### src/rtl/core/lsrg_pkg.sv
`default_nettype none
// ----------------------------------------------------------------------------
// lsrg_pkg
// shared constants and types of the line span rectangle generator
// ----------------------------------------------------------------------------
package lsrg_pkg;

    // default coordinate width; the divider width defaults to one bit more
    localparam int COORD_BITS_DEF = 10;
    localparam int COLOR_BITS     = 16;

    // command codes carried in tuser
    localparam logic CMD_START = 1'b0;
    localparam logic CMD_STEP  = 1'b1;

    // status of the serial divider
    typedef struct packed {
        logic busy;
        logic done;
    } t_div_status;

endpackage
`default_nettype wire

### src/rtl/core/lsrg_div.sv
`default_nettype none
// ----------------------------------------------------------------------------
// lsrg_div
// bit-serial restoring divider, one quotient bit per cycle
// ----------------------------------------------------------------------------
module lsrg_div #(
    parameter int W = lsrg_pkg::COORD_BITS_DEF + 1
) (
    input  wire logic                 i_clk,
    input  wire logic                 i_rst_n,
    input  wire logic                 i_start,
    input  wire logic [W-1:0]         i_num,
    input  wire logic [W-1:0]         i_den,
    output lsrg_pkg::t_div_status     o_stat,
    output logic      [W-1:0]         o_quot
);

    localparam int CNT_W = $clog2(W + 1);

    logic [W-1:0]     r_rem;
    logic [W-1:0]     r_quot;
    logic [W-1:0]     r_den;
    logic [CNT_W-1:0] r_cnt;
    logic             r_busy;
    logic             r_done;

    logic [W:0]       w_trial;
    logic [W:0]       w_diff;
    logic             w_ge;
    logic [W-1:0]     n_rem;

    // shift in the next dividend bit, subtract when it fits
    assign w_trial = {r_rem, r_quot[W-1]};
    assign w_ge    = w_trial >= {1'b0, r_den};
    assign w_diff  = w_trial - {1'b0, r_den};
    assign n_rem   = w_ge ? w_diff[W-1:0] : w_trial[W-1:0];

    always_ff @(posedge i_clk) begin
        if (i_start) begin
            r_rem  <= '0;
            r_quot <= i_num;
            r_den  <= i_den;
        end else if (r_busy) begin
            r_rem  <= n_rem;
            r_quot <= {r_quot[W-2:0], w_ge};
        end
    end

    always_ff @(posedge i_clk) begin
        if (!i_rst_n) begin
            r_cnt  <= '0;
            r_busy <= 1'b0;
            r_done <= 1'b0;
        end else begin
            r_done <= 1'b0;
            if (i_start) begin
                r_cnt  <= CNT_W'(W);
                r_busy <= 1'b1;
            end else if (r_busy) begin
                r_cnt <= r_cnt - CNT_W'(1);
                if (r_cnt == CNT_W'(1)) begin
                    r_busy <= 1'b0;
                    r_done <= 1'b1;
                end
            end
        end
    end

    assign o_stat.busy = r_busy;
    assign o_stat.done = r_done;
    assign o_quot      = r_quot;

endmodule
`default_nettype wire

### src/rtl/core/line_span_rectangle_generator_unit.sv
`default_nettype none
// a start gives no result; a step on an active line runs the serial divider, waits in
//   ST_FIN until the output register is free, then puts its rectangle there
// the input stays closed for the whole step: divider run, quotient seen in ST_FIN, then the
//   output register loaded and the unit back in ST_IDLE, which re-opens the input
// reset: synchronous, active low; clears the line state to zero and leaves the unit idle
// ----------------------------------------------------------------------------
// line_span_rectangle_generator_unit
// splits a line into a run of filled rectangles, one per step transaction
// ----------------------------------------------------------------------------
module line_span_rectangle_generator_unit #(
    parameter int COORD_BITS = lsrg_pkg::COORD_BITS_DEF
) (
    input  wire logic i_clk,
    input  wire logic i_rst_n,
    // input stream
    input  wire logic s_axis_tvalid,
    output logic      s_axis_tready,
    // x_start, y_start, x_end, y_end, color (lowest bit first)
    input  wire logic [((4*COORD_BITS+lsrg_pkg::COLOR_BITS+7)/8)*8-1:0] s_axis_tdata,
    // cmd
    input  wire logic [0:0] s_axis_tuser,
    // output stream
    output logic      m_axis_tvalid,
    input  wire logic m_axis_tready,
    // rect_x, rect_y, rect_w, rect_h, rect_color (lowest bit first), zero padded
    output logic [((4*COORD_BITS+2+lsrg_pkg::COLOR_BITS+7)/8)*8-1:0] m_axis_tdata,
    // last
    output logic      m_axis_tlast
);

    localparam int CB    = COORD_BITS;
    localparam int SW    = COORD_BITS + 1;   // size width, holds 1 .. 2^CB
    localparam int CLR_W = lsrg_pkg::COLOR_BITS;
    localparam int OUT_W = ((4*COORD_BITS+2+lsrg_pkg::COLOR_BITS+7)/8)*8;

    // state codes
    localparam logic [1:0] ST_IDLE = 2'd0;
    localparam logic [1:0] ST_DIV  = 2'd1;
    localparam logic [1:0] ST_FIN  = 2'd2;

    logic [1:0]       r_state;

    // line state
    logic [CB-1:0]    r_cur_x;
    logic [CB-1:0]    r_cur_y;
    logic [CB-1:0]    r_stop_x;
    logic [CB-1:0]    r_stop_y;
    logic [CLR_W-1:0] r_color;
    logic             r_active;

    // per-step context kept while the divider runs
    logic             r_tall;
    logic             r_down;
    logic [SW-1:0]    r_dx;

    // output register
    logic             r_out_valid;
    logic [CB-1:0]    r_rect_x;
    logic [CB-1:0]    r_rect_y;
    logic [SW-1:0]    r_rect_w;
    logic [SW-1:0]    r_rect_h;
    logic [CLR_W-1:0] r_rect_color;
    logic             r_rect_last;

    // unpacked input fields
    logic             w_cmd;
    logic [CB-1:0]    w_x_start;
    logic [CB-1:0]    w_y_start;
    logic [CB-1:0]    w_x_end;
    logic [CB-1:0]    w_y_end;
    logic [CLR_W-1:0] w_color;

    logic             w_in_acc;
    logic             w_start_acc;
    logic             w_step_acc;
    logic             w_swap;

    logic [SW-1:0]    w_dx;
    logic             w_down;
    logic [SW-1:0]    w_mag;
    logic             w_tall;
    logic [SW-1:0]    w_num;
    logic [SW-1:0]    w_den;

    lsrg_pkg::t_div_status w_div_stat;
    logic [SW-1:0]    w_quot;

    logic [SW-1:0]    w_w;
    logic [SW-1:0]    w_h;
    logic             w_last;
    logic             w_fin_go;
    logic [CB-1:0]    w_top;
    logic [CB-1:0]    w_next_y;

    assign w_cmd     = s_axis_tuser[0];
    assign w_x_start = s_axis_tdata[CB-1:0];
    assign w_y_start = s_axis_tdata[2*CB-1:CB];
    assign w_x_end   = s_axis_tdata[3*CB-1:2*CB];
    assign w_y_end   = s_axis_tdata[4*CB-1:3*CB];
    assign w_color   = s_axis_tdata[4*CB+CLR_W-1:4*CB];

    // one transaction at a time; the output register lets the next one in
    // while a finished rectangle still waits downstream
    assign s_axis_tready = (r_state == ST_IDLE);
    assign w_in_acc      = s_axis_tvalid && s_axis_tready;
    assign w_start_acc   = w_in_acc && (w_cmd == lsrg_pkg::CMD_START);
    // a step while idle is taken and dropped
    assign w_step_acc    = w_in_acc && (w_cmd == lsrg_pkg::CMD_STEP) && r_active;

    // endpoints are ordered so that x rises
    assign w_swap = w_x_start > w_x_end;

    // remaining span; an active line always has cur_x <= stop_x
    assign w_dx   = {1'b0, r_stop_x} - {1'b0, r_cur_x} + SW'(1);
    assign w_down = r_stop_y >= r_cur_y;
    assign w_mag  = w_down ? ({1'b0, r_stop_y} - {1'b0, r_cur_y} + SW'(1))
                           : ({1'b0, r_cur_y} - {1'b0, r_stop_y} + SW'(1));
    assign w_tall = w_mag > w_dx;
    // the larger extent is divided by the smaller
    assign w_num  = w_tall ? w_mag : w_dx;
    assign w_den  = w_tall ? w_dx : w_mag;

    lsrg_div #(
        .W (SW)
    ) u_div (
        .i_clk   (i_clk),
        .i_rst_n (i_rst_n),
        .i_start (w_step_acc),
        .i_num   (w_num),
        .i_den   (w_den),
        .o_stat  (w_div_stat),
        .o_quot  (w_quot)
    );

    // rectangle from the quotient; the other side is one pixel
    assign w_w    = r_tall ? SW'(1) : w_quot;
    assign w_h    = r_tall ? w_quot : SW'(1);
    // cur_x + w passes stop_x exactly when w covers the whole span
    assign w_last = w_w >= r_dx;
    // a rising line ends one row above cur_y, wrapping at row 0
    assign w_top    = r_down ? r_cur_y : (r_cur_y - w_h[CB-1:0]);
    assign w_next_y = r_down ? (r_cur_y + w_h[CB-1:0]) : w_top;
    assign w_fin_go = (r_state == ST_FIN) && (!r_out_valid || m_axis_tready);

    // sequencer
    always_ff @(posedge i_clk) begin
        if (!i_rst_n) begin
            r_state <= ST_IDLE;
        end else begin
            unique case (r_state)
                ST_IDLE: begin
                    if (w_step_acc) begin
                        r_state <= ST_DIV;
                    end
                end
                ST_DIV: begin
                    if (w_div_stat.done) begin
                        r_state <= ST_FIN;
                    end
                end
                ST_FIN: begin
                    if (w_fin_go) begin
                        r_state <= ST_IDLE;
                    end
                end
                default: begin
                    r_state <= ST_IDLE;
                end
            endcase
        end
    end

    // line state
    always_ff @(posedge i_clk) begin
        if (!i_rst_n) begin
            r_cur_x  <= '0;
            r_cur_y  <= '0;
            r_stop_x <= '0;
            r_stop_y <= '0;
            r_color  <= '0;
            r_active <= 1'b0;
        end else if (w_start_acc) begin
            // a new line drops any running one
            r_cur_x  <= w_swap ? w_x_end   : w_x_start;
            r_cur_y  <= w_swap ? w_y_end   : w_y_start;
            r_stop_x <= w_swap ? w_x_start : w_x_end;
            r_stop_y <= w_swap ? w_y_start : w_y_end;
            r_color  <= w_color;
            r_active <= 1'b1;
        end else if (w_fin_go) begin
            r_cur_x  <= r_cur_x + w_w[CB-1:0];
            r_cur_y  <= w_next_y;
            r_active <= !w_last;
        end
    end

    // step context
    always_ff @(posedge i_clk) begin
        if (w_step_acc) begin
            r_tall <= w_tall;
            r_down <= w_down;
            r_dx   <= w_dx;
        end
    end

    // output register
    always_ff @(posedge i_clk) begin
        if (!i_rst_n) begin
            r_out_valid <= 1'b0;
        end else if (w_fin_go) begin
            r_out_valid <= 1'b1;
        end else if (m_axis_tready) begin
            r_out_valid <= 1'b0;
        end
    end

    always_ff @(posedge i_clk) begin
        if (w_fin_go) begin
            r_rect_x     <= r_cur_x;
            r_rect_y     <= w_top;
            r_rect_w     <= w_w;
            r_rect_h     <= w_h;
            r_rect_color <= r_color;
            r_rect_last  <= w_last;
        end
    end

    assign m_axis_tvalid = r_out_valid;
    assign m_axis_tdata  = OUT_W'({r_rect_color, r_rect_h, r_rect_w, r_rect_y, r_rect_x});
    assign m_axis_tlast  = r_rect_last;

    // divider only reports back while a step is waiting for it
    a_div_done_in_div: assert property (@(posedge i_clk) disable iff (!i_rst_n)
        w_div_stat.done |-> (r_state == ST_DIV))
        else $error("divider finished outside of a step");

    // a step in progress always belongs to an active line
    a_step_active: assert property (@(posedge i_clk) disable iff (!i_rst_n)
        (r_state == ST_DIV || r_state == ST_FIN) |-> r_active)
        else $error("step in progress without an active line");

    // the closing rectangle leaves the unit idle
    a_last_idles: assert property (@(posedge i_clk) disable iff (!i_rst_n)
        (w_fin_go && w_last) |=> !r_active)
        else $error("line still active after its last rectangle");

    // every rectangle is one pixel thin on at least one side and never empty
    a_rect_shape: assert property (@(posedge i_clk) disable iff (!i_rst_n)
        r_out_valid |-> ((r_rect_w == SW'(1) || r_rect_h == SW'(1))
                         && r_rect_w != '0 && r_rect_h != '0))
        else $error("malformed rectangle");

endmodule
`default_nettype wire

### config.mk
export PLATFORM = sky130hd
export DESIGN_NAME = line_span_rectangle_generator_unit
export DESIGN_NICKNAME = d
export VERILOG_FILES = /design/src/rtl/core/lsrg_pkg.sv /design/src/rtl/core/lsrg_div.sv /design/src/rtl/core/line_span_rectangle_generator_unit.sv
export SDC_FILE = /design/constraint.sdc
export NUM_CORES = 1
export LEC_CHECK = 0
export ABC_AREA = 1
export BUFFER_PORTS_ARGS = -buffer_cell sky130_fd_sc_hd__buf_2
export CAP_MARGIN = 10
export CELL_PAD_IN_SITES_DETAIL_PLACEMENT = 1
export CELL_PAD_IN_SITES_GLOBAL_PLACEMENT = 1
export CORE_MARGIN = 5
export CORE_UTILIZATION = 40
export DETAILED_ROUTE_END_ITERATION = 10
export PLACE_DENSITY = 0.82
export SLEW_MARGIN = 20
export SYNTH_ARGS = -nofsm -noshare
export SYNTH_HDL_FRONTEND = slang
export SYNTH_HIERARCHICAL = 1
export SYNTH_SLANG_ARGS = --single-unit
### constraint.sdc
create_clock -name i_clk -period 3.5 [get_ports i_clk]
set_clock_uncertainty 0.15 [all_clocks]
set_input_delay 0.7 -clock i_clk [delete_from_list [all_inputs] [get_ports i_clk]]
set_output_delay 0.7 -clock i_clk [all_outputs]
set_load 0.05 [all_outputs]
==> metrics.txt <==
IO buf count=121; Placed Cells=2212; Slowest-stage cell, CP=nor3_1; Final Net Count=2073; critical path data required time=3.54 ns; Pwr per Cell Area=589 nW/um2; all-layer global routing usage=26.4%; Antenna Violating Nets Remaining=0; CTS tree=built; Cell Rows=64; Max Freq=244 MHz; Crit. End Element=register; CP Max Fanout=7; root buffer cell=clkbuf_16; status=finished with violations; Num CTS Buffers=17; RSZ-0062 raised after global routing=yes; vias per inst=5.63; Max Slew Vio Count=0; GPL Wtd Cong=0.878; Worst Slack Setup Final=-0.600 ns; CP top delay family=simple AND/OR/NAND/NOR gates; die area=34200 um2; Layout Utilization=52.4%; VDD IR max=0.000538 V; WHS=0.278 ns; CP cell instances=inv_1 -> ha_1 -> ha_1 -> inv_1 -> buf_4 -> nor3_1 -> nand2_4 -> nand3_4 -> xor2_4 -> ha_4 -> nand2_4 -> nor2_2 -> a211oi_2 -> nand3_2 -> nand2_4 -> clkinv_8 -> buf_6 -> nand3_2 -> nand2_1 -> nand2_1 -> nand2_1; final non-filler cell total=2280; Initial Util=40.3%; Die Span Y=185 um; synthesis warning total=6; final setup fails=23; pre-CTS setup slack=-0.394 ns; Avg WL per Cell=22.5 um; worst path buffer plus inverter count=5; core area=30300 um2; Mapped Avg Cell Area=7.56 um2; boundary pin count=128; largest net degree at the start of global routing=81; Final Critical Period=4.10 ns; DP HPWL=31.7 mm; Static Leak=7.86 nW; Sink Count=171; Die X=185 um; Congestion Overflow GR=0; failing checks=setup timing; H-tree Lvls=4; cell count after synthesis=1617; cts hold-fix bufs=0; Rel. slew slack=46.8%; clock-pin slew on the worst setup and hold paths=0.08 ns; area grow syn2layout=30.1%; ratio of cells with drive above 1 in the final layout=28.6%; mapped cell area=12200 um2; final hold vios=0; Placed Instance Area=14100 um2; diode count=0; # DRC=0; design area=15900 um2; max incr delay on CP=0.48 ns; drt pass-1 iters=5; WP data arrival=4.14 ns; Skew-Pair Late Insertion Delay=0.46 ns; initial antenna violation count=0; global-route wire length before repair=70.6 mm; Hold Crit Class=reg2reg; number of global-route vias before repair=13147; Vias=12829; crit path kind=reg2reg; Post-Route WL=51.3 mm; fin crit share=117%; Worst Tran Pin Value=0.798 ns; initial drt markers=1040; critical path launch point type=register; max-cap violations=0; Clock Path Buffers=2
-- cell usage in the layout (no fill, tap or decap), drive strengths merged, types with 30 or more instances in the layout --
master and n:
nand4 30, nand3 155, edfxtp 94, buf 288
a21oi 71, ha 130, nand2 393, o21ai 106
dfxtp 77, inv 291, nor2 109
-- worst reg2reg max path, cell delays in order (launching register included) --
cell,delay [ns]
dfxtp_1,0.39
inv_1,0.09
ha_1,0.30
ha_1,0.32
inv_1,0.08
buf_4,0.14
nor3_1,0.48
nand2_4,0.10
nand3_4,0.11
xor2_4,0.24
ha_4,0.25
nand2_4,0.08
nor2_2,0.06
a211oi_2,0.23
nand3_2,0.14
nand2_4,0.17
clkinv_8,0.11
buf_6,0.14
nand3_2,0.06
nand2_1,0.06
nand2_1,0.07
nand2_1,0.10
-- cell type report --
cell class | count | area [um2]
clock inverters | 14 | 144
flip-flops and latches | 171 | 4390
clock buffers | 18 | 429
repair buffers | 288 | 1960
repair inverters | 2 | 25.0
multi-input cells | 1109 | 7380
well taps | 396 | 495
inverters | 282 | 1080
fillers | 3719 | 14400
-- path summary, 6_finish.rpt --
check | start | end | cells after the start | slack [ns]
worst max-delay path | r_cur_x[8] | u_div/o_quot[8] | 21 | -0.60
worst min-delay path | r_color[0] | r_rect_color[0] | 0 | 0.28
worst max register to register | r_cur_x[8] | u_div/o_quot[8] | 21 | -0.60
worst min register to register | r_color[0] | r_rect_color[0] | 0 | 0.28
-- through the flow --
| step | setup TNS, ns | total power, W |
|---|---|---|
| finish | -9.92 | 0.00936 |
| global route | -10.79 | 0.00973 |
| detailed placement | -5.61 | 0.00544 |
| floorplan | -0.769 | 0.00433 |
| CTS | -0.902 | 0.00800 |
| global placement | -1.64 | 0.00526 |
-- sequential cells by signal (all words and copies together), names as in the netlist, 2 cells and up --
signal,flops
r_color,16
r_rect_color,16
r_dx,11
r_rect_h,11
r_rect_w,11
u_div/o_quot,11
u_div/r_den,11
u_div/r_rem,11
r_cur_x,10
r_cur_y,10
r_rect_x,10
r_rect_y,10
r_stop_x,10
r_stop_y,10
u_div/r_cnt,4
r_state,2
-- repair_timing --
action	in CTS	in global routing
pin swaps	40	56
gates cloned	3	0
setup buffers	16	19
resized for setup	103	129
endpoints found under the setup margin	23	23
-- layer usage --
layer | vias to the layer above | share of wire [%] | global-route usage (%)
met5 | - | 0 | 0
met4 | 0 | 6.3 | 12.8
met3 | 238 | 6.0 | 4.30
met2 | 594 | 50 | 46.1
met1 | 6238 | 38 | 31.6
li1 | 5759 | - | -
-- where the power goes --
part	leakage, nW	switching (W)	internal, W
logic	6.09	0.00295	0.00210
clock network	0.280	0.000997	0.000953
registers	1.49	0.0000733	0.00229
total	7.86	0.00402	0.00534
(Power assumes the default switching activity.)
